## config.mk

```make
export PLATFORM = sky130hd
export DESIGN_NAME = ll1_expression_parser_unit
export DESIGN_NICKNAME = d
export VERILOG_FILES = /design/src/llp_pkg.sv /design/src/llp_ram.sv /design/src/llp_front.sv /design/src/llp_back.sv /design/src/ll1_expression_parser_unit.sv
export SDC_FILE = /design/constraint.sdc
export NUM_CORES = 1
export LEC_CHECK = 0
export BUFFER_PORTS_ARGS = -buffer_cell sky130_fd_sc_hd__buf_2
export CORE_MARGIN = 2
export CORE_UTILIZATION = 45
export CTS_CLUSTER_DIAMETER = 150
export DETAILED_ROUTE_END_ITERATION = 10
export PLACE_DENSITY = 0.64
export SLEW_MARGIN = 20
export SYNTH_ARGS = -nofsm -noshare
export SYNTH_HDL_FRONTEND = slang
export SYNTH_HIERARCHICAL = 1
export SYNTH_SLANG_ARGS = --single-unit
export TNS_END_PERCENT = 5
```

## constraint.sdc

```tcl
create_clock -name i_clk -period 9.2 [get_ports i_clk]
set_clock_uncertainty 0.1 [all_clocks]
set_input_delay 1.84 -clock i_clk [delete_from_list [all_inputs] [get_ports i_clk]]
set_output_delay 1.84 -clock i_clk [all_outputs]
set_load 0.02 [all_outputs]
```

## src/llp_pkg.sv

```systemverilog
// shared symbol codes, status codes, types and prediction tables of the ll(1) parser
`default_nettype none

package llp_pkg;

    // stack geometry
    localparam int STACK_DEPTH = 32;
    localparam int HW          = $clog2(STACK_DEPTH + 1);
    localparam int AW          = $clog2(STACK_DEPTH);

    typedef logic [4:0]      t_sym;
    typedef logic [3:0]      t_rule;
    typedef logic [1:0]      t_len;
    typedef logic [2:0]      t_status;
    typedef logic [HW-1:0]   t_height;
    typedef logic [AW-1:0]   t_addr;
    typedef logic [2:0][4:0] t_body;

    // terminals
    localparam t_sym SY_ID   = 5'd0;
    localparam t_sym SY_EQ   = 5'd1;
    localparam t_sym SY_ADD  = 5'd2;
    localparam t_sym SY_SUB  = 5'd3;
    localparam t_sym SY_MUL  = 5'd4;
    localparam t_sym SY_DIV  = 5'd5;
    localparam t_sym SY_LP   = 5'd6;
    localparam t_sym SY_RP   = 5'd7;
    localparam t_sym SY_END  = 5'd8;
    // nonterminals
    localparam t_sym SY_S    = 5'd9;
    localparam t_sym SY_E    = 5'd10;
    localparam t_sym SY_EP   = 5'd11;
    localparam t_sym SY_T    = 5'd12;
    localparam t_sym SY_TP   = 5'd13;
    localparam t_sym SY_F    = 5'd14;
    localparam t_sym SY_A    = 5'd15;
    localparam t_sym SY_M    = 5'd16;
    localparam t_sym SY_V    = 5'd17;
    // character that matches nothing
    localparam t_sym SY_NONE = 5'd31;
    localparam t_sym NT_BASE = 5'd9;

    // status codes
    localparam t_status ST_CONSUMED = 3'd0;
    localparam t_status ST_ACCEPTED = 3'd1;
    localparam t_status ST_NO_ENTRY = 3'd2;
    localparam t_status ST_MISMATCH = 3'd3;
    localparam t_status ST_OVERFLOW = 3'd4;

    // productions
    localparam t_rule R_NONE  = 4'd0;
    localparam t_rule R_S     = 4'd1;
    localparam t_rule R_E     = 4'd2;
    localparam t_rule R_EP    = 4'd3;
    localparam t_rule R_EMPTY = 4'd4;
    localparam t_rule R_T     = 4'd5;
    localparam t_rule R_TP    = 4'd6;
    localparam t_rule R_FPAR  = 4'd7;
    localparam t_rule R_ID    = 4'd8;
    localparam t_rule R_ADD   = 4'd9;
    localparam t_rule R_SUB   = 4'd10;
    localparam t_rule R_MUL   = 4'd11;
    localparam t_rule R_DIV   = 4'd12;

    // queue word from front to back
    typedef struct packed {
        logic valid;
        t_sym tok;
    } t_tok_word;

    // back end status seen by the top level
    typedef struct packed {
        logic    active;
        t_height height;
    } t_back_stat;

    // prediction table: nonterminal on top, lookahead token
    function automatic t_rule predict(input t_sym top, input t_sym tok);
        t_rule r;
        r = R_NONE;
        case (top)
            SY_S: begin
                if (tok == SY_ID) r = R_S;
            end
            SY_E: begin
                if (tok == SY_ID || tok == SY_LP) r = R_E;
            end
            SY_EP: begin
                if (tok == SY_ADD || tok == SY_SUB) r = R_EP;
                else if (tok == SY_RP || tok == SY_END) r = R_EMPTY;
            end
            SY_T: begin
                if (tok == SY_ID || tok == SY_LP) r = R_T;
            end
            SY_TP: begin
                if (tok == SY_MUL || tok == SY_DIV) r = R_TP;
                else if (tok == SY_ADD || tok == SY_SUB || tok == SY_RP || tok == SY_END)
                    r = R_EMPTY;
            end
            SY_F: begin
                if (tok == SY_ID) r = R_ID;
                else if (tok == SY_LP) r = R_FPAR;
            end
            SY_A: begin
                if (tok == SY_ADD) r = R_ADD;
                else if (tok == SY_SUB) r = R_SUB;
            end
            SY_M: begin
                if (tok == SY_MUL) r = R_MUL;
                else if (tok == SY_DIV) r = R_DIV;
            end
            SY_V: begin
                if (tok == SY_ID) r = R_ID;
            end
            default: r = R_NONE;
        endcase
        return r;
    endfunction

    // number of symbols in a production body
    function automatic t_len rule_len(input t_rule r);
        t_len n;
        case (r)
            R_S, R_EP, R_TP, R_FPAR:             n = 2'd3;
            R_E, R_T:                            n = 2'd2;
            R_ID, R_ADD, R_SUB, R_MUL, R_DIV:    n = 2'd1;
            default:                             n = 2'd0;
        endcase
        return n;
    endfunction

    // production body, element 0 ends up on top of the stack
    function automatic t_body rule_body(input t_rule r);
        t_body b;
        b = '0;
        case (r)
            R_S:    b = {SY_E, SY_EQ, SY_V};
            R_E:    b = {5'd0, SY_EP, SY_T};
            R_EP:   b = {SY_EP, SY_T, SY_A};
            R_T:    b = {5'd0, SY_TP, SY_F};
            R_TP:   b = {SY_TP, SY_F, SY_M};
            R_FPAR: b = {SY_RP, SY_E, SY_LP};
            R_ID:   b = {10'd0, SY_ID};
            R_ADD:  b = {10'd0, SY_ADD};
            R_SUB:  b = {10'd0, SY_SUB};
            R_MUL:  b = {10'd0, SY_MUL};
            R_DIV:  b = {10'd0, SY_DIV};
            default: b = '0;
        endcase
        return b;
    endfunction

endpackage

`default_nettype wire

```

## src/llp_ram.sv

```systemverilog
// generic single write port ram with registered read
`default_nettype none

module llp_ram #(
    parameter int WIDTH = 8,
    parameter int DEPTH = 32
) (
    input  wire logic                     i_clk,
    input  wire logic                     i_we,
    input  wire logic [$clog2(DEPTH)-1:0] i_waddr,
    input  wire logic [WIDTH-1:0]         i_wdata,
    input  wire logic [$clog2(DEPTH)-1:0] i_raddr,
    output logic      [WIDTH-1:0]         o_rdata
);

    logic [WIDTH-1:0] r_mem [DEPTH];

    // write port
    always_ff @(posedge i_clk) begin
        if (i_we) begin
            r_mem[i_waddr] <= i_wdata;
        end
    end

    // registered read port
    always_ff @(posedge i_clk) begin
        o_rdata <= r_mem[i_raddr];
    end

endmodule

`default_nettype wire

```

## src/llp_front.sv

```systemverilog
// front end: classifies input characters into tokens and queues them
`default_nettype none

module llp_front (
    input  wire logic              i_clk,
    input  wire logic              i_rst_n,
    input  wire logic              i_s_tvalid,
    output logic                   o_s_tready,
    input  wire logic [7:0]        i_character,
    input  wire logic              i_end_marker,
    output llp_pkg::t_tok_word     o_word,
    input  wire logic              i_pop
);

    logic [1:0]    r_count;
    logic          r_wr_ptr;
    logic          r_rd_ptr;
    llp_pkg::t_sym r_q_tok [2];
    llp_pkg::t_sym tok;
    logic          push;

    // character to token
    always_comb begin
        if (i_end_marker) begin
            tok = llp_pkg::SY_END;
        end else begin
            case (i_character)
                8'h69:   tok = llp_pkg::SY_ID;
                8'h3d:   tok = llp_pkg::SY_EQ;
                8'h2b:   tok = llp_pkg::SY_ADD;
                8'h2d:   tok = llp_pkg::SY_SUB;
                8'h2a:   tok = llp_pkg::SY_MUL;
                8'h2f:   tok = llp_pkg::SY_DIV;
                8'h28:   tok = llp_pkg::SY_LP;
                8'h29:   tok = llp_pkg::SY_RP;
                default: tok = llp_pkg::SY_NONE;
            endcase
        end
    end

    assign o_s_tready = (r_count != 2'd2);
    assign push       = i_s_tvalid && o_s_tready;
    assign o_word     = '{valid: (r_count != 2'd0), tok: r_q_tok[r_rd_ptr]};

    // two entry token queue
    always_ff @(posedge i_clk) begin
        if (!i_rst_n) begin
            r_count  <= 2'd0;
            r_wr_ptr <= 1'b0;
            r_rd_ptr <= 1'b0;
        end else begin
            if (push) begin
                r_wr_ptr <= ~r_wr_ptr;
            end
            if (i_pop) begin
                r_rd_ptr <= ~r_rd_ptr;
            end
            if (push && !i_pop) begin
                r_count <= r_count + 2'd1;
            end else if (i_pop && !push) begin
                r_count <= r_count - 2'd1;
            end
        end
    end

    // queue storage
    always_ff @(posedge i_clk) begin
        if (push) begin
            r_q_tok[r_wr_ptr] <= tok;
        end
    end

endmodule

`default_nettype wire

```

## src/llp_back.sv

```systemverilog
// back end: symbol stack sequencer that expands, pops and matches tokens
`default_nettype none

module llp_back (
    input  wire logic                i_clk,
    input  wire logic                i_rst_n,
    input  wire llp_pkg::t_tok_word  i_word,
    output logic                     o_pop,
    input  wire logic                i_m_tready,
    output logic                     o_m_tvalid,
    output llp_pkg::t_status         o_status,
    output llp_pkg::t_back_stat      o_stat
);

    localparam logic [1:0] S_IDLE = 2'd0;
    localparam logic [1:0] S_EVAL = 2'd1;
    localparam logic [1:0] S_PUSH = 2'd2;
    localparam logic [1:0] S_READ = 2'd3;

    logic [1:0]       r_state, n_state;
    logic             r_active, n_active;
    llp_pkg::t_height r_height, n_height;
    llp_pkg::t_sym    r_top, n_top;
    llp_pkg::t_sym    r_tok, n_tok;
    llp_pkg::t_sym    r_pend, n_pend;
    llp_pkg::t_addr   r_pend_addr, n_pend_addr;
    logic             r_cont, n_cont;
    logic             r_out_valid, n_out_valid;
    llp_pkg::t_status r_status, n_status;

    logic             ram_we;
    llp_pkg::t_addr   ram_waddr;
    llp_pkg::t_sym    ram_wdata;
    llp_pkg::t_addr   ram_raddr;
    llp_pkg::t_sym    ram_rdata;

    llp_pkg::t_rule   rule;
    llp_pkg::t_len    len;
    llp_pkg::t_body   body;
    logic [llp_pkg::HW:0] grown;
    llp_pkg::t_height hm1;
    llp_pkg::t_height hm2;
    logic             out_free;

    // symbols below the top of stack
    llp_ram #(
        .WIDTH (5),
        .DEPTH (llp_pkg::STACK_DEPTH)
    ) u_stack (
        .i_clk   (i_clk),
        .i_we    (ram_we),
        .i_waddr (ram_waddr),
        .i_wdata (ram_wdata),
        .i_raddr (ram_raddr),
        .o_rdata (ram_rdata)
    );

    // table lookup and stack arithmetic for the current top
    assign rule     = llp_pkg::predict(r_top, r_tok);
    assign len      = llp_pkg::rule_len(rule);
    assign body     = llp_pkg::rule_body(rule);
    assign grown    = {1'b0, r_height} - {{llp_pkg::HW{1'b0}}, 1'b1}
                    + {{(llp_pkg::HW - 1){1'b0}}, len};
    assign hm1      = r_height - llp_pkg::t_height'(1);
    assign hm2      = r_height - llp_pkg::t_height'(2);
    assign out_free = !r_out_valid || i_m_tready;

    // sequencer
    always_comb begin
        n_state     = r_state;
        n_active    = r_active;
        n_height    = r_height;
        n_top       = r_top;
        n_tok       = r_tok;
        n_pend      = r_pend;
        n_pend_addr = r_pend_addr;
        n_cont      = r_cont;
        n_out_valid = r_out_valid && !i_m_tready;
        n_status    = r_status;
        ram_we      = 1'b0;
        ram_waddr   = '0;
        ram_wdata   = '0;
        ram_raddr   = '0;
        o_pop       = 1'b0;
        case (r_state)
            S_IDLE: begin
                if (i_word.valid) begin
                    o_pop   = 1'b1;
                    n_tok   = i_word.tok;
                    n_state = S_EVAL;
                    // fresh parse: end marker below start symbol
                    if (!r_active) begin
                        ram_we    = 1'b1;
                        ram_waddr = '0;
                        ram_wdata = llp_pkg::SY_END;
                        n_top     = llp_pkg::SY_S;
                        n_height  = llp_pkg::t_height'(2);
                        n_active  = 1'b1;
                    end
                end
            end
            S_EVAL: begin
                if (r_height == '0) begin
                    if (out_free) begin
                        n_out_valid = 1'b1;
                        n_status    = llp_pkg::ST_MISMATCH;
                        n_active    = 1'b0;
                        n_state     = S_IDLE;
                    end
                end else if (r_top < llp_pkg::NT_BASE) begin
                    // terminal on top
                    if (out_free) begin
                        n_out_valid = 1'b1;
                        if (r_top == r_tok) begin
                            n_height = hm1;
                            if (r_tok == llp_pkg::SY_END) begin
                                n_status = llp_pkg::ST_ACCEPTED;
                                n_active = 1'b0;
                                n_state  = S_IDLE;
                            end else begin
                                n_status  = llp_pkg::ST_CONSUMED;
                                ram_raddr = hm2[llp_pkg::AW-1:0];
                                n_cont    = 1'b0;
                                n_state   = S_READ;
                            end
                        end else begin
                            n_status = llp_pkg::ST_MISMATCH;
                            n_active = 1'b0;
                            n_state  = S_IDLE;
                        end
                    end
                end else if (rule == llp_pkg::R_NONE) begin
                    if (out_free) begin
                        n_out_valid = 1'b1;
                        n_status    = llp_pkg::ST_NO_ENTRY;
                        n_active    = 1'b0;
                        n_state     = S_IDLE;
                    end
                end else if (grown > (llp_pkg::HW + 1)'(llp_pkg::STACK_DEPTH)) begin
                    if (out_free) begin
                        n_out_valid = 1'b1;
                        n_status    = llp_pkg::ST_OVERFLOW;
                        n_active    = 1'b0;
                        n_state     = S_IDLE;
                    end
                end else if (len == 2'd0) begin
                    // empty production: pop and refetch the top
                    n_height  = hm1;
                    ram_raddr = hm2[llp_pkg::AW-1:0];
                    n_cont    = 1'b1;
                    n_state   = S_READ;
                end else begin
                    // expansion: first body symbol becomes the top
                    n_top    = body[0];
                    n_height = grown[llp_pkg::HW-1:0];
                    if (len != 2'd1) begin
                        ram_we    = 1'b1;
                        ram_waddr = hm1[llp_pkg::AW-1:0];
                        ram_wdata = body[len - 2'd1];
                    end
                    if (len == 2'd3) begin
                        n_pend      = body[1];
                        n_pend_addr = r_height[llp_pkg::AW-1:0];
                        n_state     = S_PUSH;
                    end
                end
            end
            S_PUSH: begin
                // middle symbol of a three symbol body
                ram_we    = 1'b1;
                ram_waddr = r_pend_addr;
                ram_wdata = r_pend;
                n_state   = S_EVAL;
            end
            S_READ: begin
                n_top   = ram_rdata;
                n_state = r_cont ? S_EVAL : S_IDLE;
            end
            default: begin
                n_state = S_IDLE;
            end
        endcase
    end

    // control registers
    always_ff @(posedge i_clk) begin
        if (!i_rst_n) begin
            r_state     <= S_IDLE;
            r_active    <= 1'b0;
            r_height    <= '0;
            r_cont      <= 1'b0;
            r_out_valid <= 1'b0;
        end else begin
            r_state     <= n_state;
            r_active    <= n_active;
            r_height    <= n_height;
            r_cont      <= n_cont;
            r_out_valid <= n_out_valid;
        end
    end

    // payload registers
    always_ff @(posedge i_clk) begin
        r_top       <= n_top;
        r_tok       <= n_tok;
        r_pend      <= n_pend;
        r_pend_addr <= n_pend_addr;
        r_status    <= n_status;
    end

    assign o_m_tvalid = r_out_valid;
    assign o_status   = r_status;
    assign o_stat     = '{active: r_active, height: r_height};

endmodule

`default_nettype wire

```

## src/ll1_expression_parser_unit.sv

```systemverilog
// LL(1) recognizer for S -> V = E over + - * / and parentheses
// Usage:
//   Slave channel: one word per character. i_s_tdata[7:0] is the character,
//   i_s_tlast marks the end of input (the character is then ignored).
//   Master channel: one word per input word, o_m_tdata[2:0] is the status:
//   0 consumed, 1 accepted, 2 no table entry, 3 terminal mismatch,
//   4 stack overflow. Any status other than consumed ends the parse and the
//   next input word starts a fresh one.
// Structure:
//   a two word token queue sits between the classifier and the stack
//   sequencer. The sequencer takes a token, then expands the top in
//   place (three symbol bodies write the middle symbol in S_PUSH), pops
//   empty productions by reading the new top from the stack ram, and on
//   a consumed match reads the new top before taking the next token; a
//   stalled receiver holds the sequencer at each result.
// Reset: synchronous active low i_rst_n empties the queue, clears the
//   output valid and marks no parse in progress.
// Stall: a result waits in the output register while i_m_tready is low;
//   the sequencer then holds on its next result and the queue fills up
//   before o_s_tready drops.
`default_nettype none

module ll1_expression_parser_unit (
    input  wire logic       i_clk,
    input  wire logic       i_rst_n,
    input  wire logic       i_s_tvalid,
    output logic            o_s_tready,
    input  wire logic [7:0] i_s_tdata,   // [7:0] character
    input  wire logic       i_s_tlast,   // end_marker
    output logic            o_m_tvalid,
    input  wire logic       i_m_tready,
    output logic [7:0]      o_m_tdata    // [2:0] status, [7:3] zero
);

    llp_pkg::t_tok_word  word;
    logic                pop;
    llp_pkg::t_status    status;
    llp_pkg::t_back_stat stat;

    // classify and queue
    llp_front u_front (
        .i_clk        (i_clk),
        .i_rst_n      (i_rst_n),
        .i_s_tvalid   (i_s_tvalid),
        .o_s_tready   (o_s_tready),
        .i_character  (i_s_tdata),
        .i_end_marker (i_s_tlast),
        .o_word       (word),
        .i_pop        (pop)
    );

    // parse with the symbol stack
    llp_back u_back (
        .i_clk      (i_clk),
        .i_rst_n    (i_rst_n),
        .i_word     (word),
        .o_pop      (pop),
        .i_m_tready (i_m_tready),
        .o_m_tvalid (o_m_tvalid),
        .o_status   (status),
        .o_stat     (stat)
    );

    assign o_m_tdata = {5'd0, status};

    // stack height stays within the stack
    a_height_range: assert property (@(posedge i_clk) disable iff (!i_rst_n)
        stat.height <= llp_pkg::t_height'(llp_pkg::STACK_DEPTH))
        else $error("stack height beyond stack depth");

    // a parse in progress always has its bottom end marker
    a_active_nonempty: assert property (@(posedge i_clk) disable iff (!i_rst_n)
        stat.active |-> (stat.height != '0))
        else $error("active parse with empty stack");

    // no result word right after reset
    a_reset_idle: assert property (@(posedge i_clk)
        $past(!i_rst_n) |-> !o_m_tvalid)
        else $error("result word present after reset");

endmodule

`default_nettype wire
```

==> impl_metrics.json <==
{
  "worstPathRequired_ns": 9.52,
  "dieArea_um2": 24300,
  "syn_area_um2": 10400,
  "drv_cap": 0,
  "path_max_fanout": 40,
  "via_per_inst": 6.08,
  "drive_gt1_share_pct": 20.4,
  "grt_pass1_wl_mm": 35.8,
  "r2r_slack_ns": 1.82,
  "wl_per_cell_um": 21.8,
  "r2r_cells": 26,
  "finalSetupViolCount": 0,
  "ant_nets": 0,
  "p_leak_nw": 3.52,
  "crit_path_end_kind": "flip-flop",
  "final_util_pct": 50.8,
  "setup_ws_ns": 1.82,
  "startpoint": "u_back/r_tok[1]$_DFFE_PP_",
  "dpl_cell_area_um2": 10800,
  "fin_cells": 1044,
  "clock-root-buffer": "clkbuf_16",
  "grt_max_degree": 41,
  "cts_tree": "done",
  "grt_pass1_vias": 6194,
  "boundaryPins": 23,
  "area_growth_pct": 10.8,
  "gp_congestion": 0.851,
  "finalWirelength_mm": 22.7,
  "timing.hold.ws_ns": 0.430,
  "fin_tns_setup_ns": 0,
  "overflow": 0,
  "postCtsSetupBuffers": 0,
  "clkTransAtPathRegs_ns": 0.06,
  "rr_endpoint": "u_back/u_stack/o_rdata[0]$_DFF_P_",
  "finalPower_mw": 2.93,
  "cts_resized": 0,
  "r2r-start": "u_back/r_tok[1]$_DFFE_PP_",
  "hold_class": "flip-flop to flip-flop",
  "max_slew_margin_pct": 27.8,
  "pre_cts_slack_ns": 1.86,
  "syn_avg_cell_area_um2": 14.4,
  "dr.pass1.iters": 5,
  "cts_hold_buf": 0,
  "fillers": 1821,
  "clk_latency_ns": 0.52,
  "finalCriticalPeriod_ns": 7.38,
  "start_kind": "flip-flop",
  "drt_iter0_markers": 609,
  "rsz0062_at_grt": "false",
  "outcome": "completed",
  "core_area_um2": 22600,
  "start_util_pct": 45.9,
  "powerDensity_nw_per_um2": 255,
  "hpwl_mm": 15.6,
  "worstMarginPinSlew_ns": 1.08,
  "drv_slew": 0,
  "h-tree-depth": 1,
  "n_antenna_cell": 0,
  "period_share_pct": 80.2,
  "fp.dieH_um": 156,
  "cts_buffer_depth": 3,
  "port_buffers": 17,
  "syn-instance-count": 723,
  "fin_area_um2": 11500,
  "via_count": 6346,
  "track_usage_pct": 19.1,
  "path_class": "flip-flop to flip-flop",
  "cts_buffers": 23,
  "drc": 0,
  "antenna_found_initial": 1,
  "fmax_ghz": 0.136,
  "cts_num_sinks": 213,
  "ys_warn_count": 6,
  "dieWidth_um": 156,
  "dp_cells": 1002,
  "hold_viol_final": 0,
  "layout.nets": 784,
  "critPathArrivalTime_ns": 7.70,
  "cp-endpoint": "u_back/u_stack/o_rdata[0]$_DFF_P_",
  "peakVddDrop_v": 0.000140,
  "rows": 55
}
## routing by layer
layer	GRT usage (%)	up-vias	part of all wire [%]
met2	29.4	255	46
met5	0	-	0.057
met4	5.37	2	2.1
met1	28.5	3202	46
li1	-	2849	-
met3	2.78	38	6.1
## area by class of cell
type                            count  area (um2)  share of cell area [%]
Sequential cell                   213        6190                    53.7
Timing Repair Buffer               26         173                    1.50
Clock inverter                      9        83.8                   0.728
Multi-Input combinational cell    450        3960                    34.4
Inverter                           28         105                   0.913
Tap cell                          285         357                    3.10
Clock buffer                       33         653                    5.67
## worst max-delay path, cell delays in order (launching register included)
cell and delay (ns):
edfxtp_1 0.53, nor2b_1 0.34, and3_1 0.33, inv_1 0.08, o311ai_2 0.49, inv_1 0.20, ha_1 0.24, inv_1 0.23
nand3_1 0.13, o21ai_0 0.22, ha_1 0.24, inv_1 0.05, ha_1 0.19, inv_1 0.08, fa_1 0.20, o21bai_1 0.07
a21oi_1 0.17, xnor2_1 0.15, o2111a_1 0.41, o31ai_4 0.14, o22ai_1 0.13, nand3_1 0.27, nor2_4 0.17, buf_4 0.64
mux4_2 0.65, mux4_2 0.51, mux2_2 0.28
## how the worst min path moves through the flow
| stage | cells past startpoint | from | slack [ns] | to |
|---|---|---|---|---|
| floorplan | 0 | u_back/r_height[0]$_SDFFE_PN0P_ | 0.34 | u_back/r_pend_addr[0]$_DFFE_PP_ |
| global placement | 2 | u_front/r_count[1]$_SDFFE_PN0P_ | 0.39 | u_front/r_count[1]$_SDFFE_PN0P_ |
| detailed placement | 0 | u_back/r_height[1]$_SDFFE_PN0P_ | 0.43 | u_back/r_pend_addr[1]$_DFFE_PP_ |
| CTS | 0 | u_back/r_height[1]$_SDFFE_PN0P_ | 0.44 | u_back/r_pend_addr[1]$_DFFE_PP_ |
| global route | 0 | u_back/r_height[1]$_SDFFE_PN0P_ | 0.45 | u_back/r_pend_addr[1]$_DFFE_PP_ |
| finish | 2 | u_front/r_count[1]$_SDFFE_PN0P_ | 0.43 | u_front/r_count[1]$_SDFFE_PN0P_ |
## power breakdown
group	switching [mW]	total [mW]	internal (mW)	leakage [nW]
registers	0.0947	1.27	1.17	1.70
clock network	0.370	0.895	0.525	0.362
logic	0.468	0.769	0.301	1.47
total	0.933	2.93	2.00	3.52
## cell usage in the layout (no fill, tap or decap), types with 6 or more instances in the layout
master,count
a21oi_1,21
and2_1,6
and3_1,6
buf_2,17
buf_4,8
clkbuf_1,6
clkbuf_16,23
dfxtp_1,21
edfxtp_1,192
ha_1,28
inv_1,27
mux2_2,12
mux4_2,50
nand2_1,32
nand2b_1,7
nand3_1,13
nand3b_1,9
nor2_1,77
nor2b_1,11
nor3_1,11
nor4_1,6
o21ai_0,20
xnor2_1,11
xor2_1,8
## registers in the layout (all words and copies together) (netlist names), 3 cells and up, named ones only
| name | cells |
|---|---|
| u_back/r_top | 5 |
| u_back/u_stack/o_rdata | 5 |
| u_back/r_tok | 5 |
| u_back/r_pend_addr | 5 |
| u_back/r_pend | 4 |
| u_back/r_height | 6 |
| u_back/o_status | 3 |
| u_front/r_q_tok | 10 |
| u_back/u_stack/r_mem | 160 |
No activity file was read; power rests on OpenSTA's default activity.
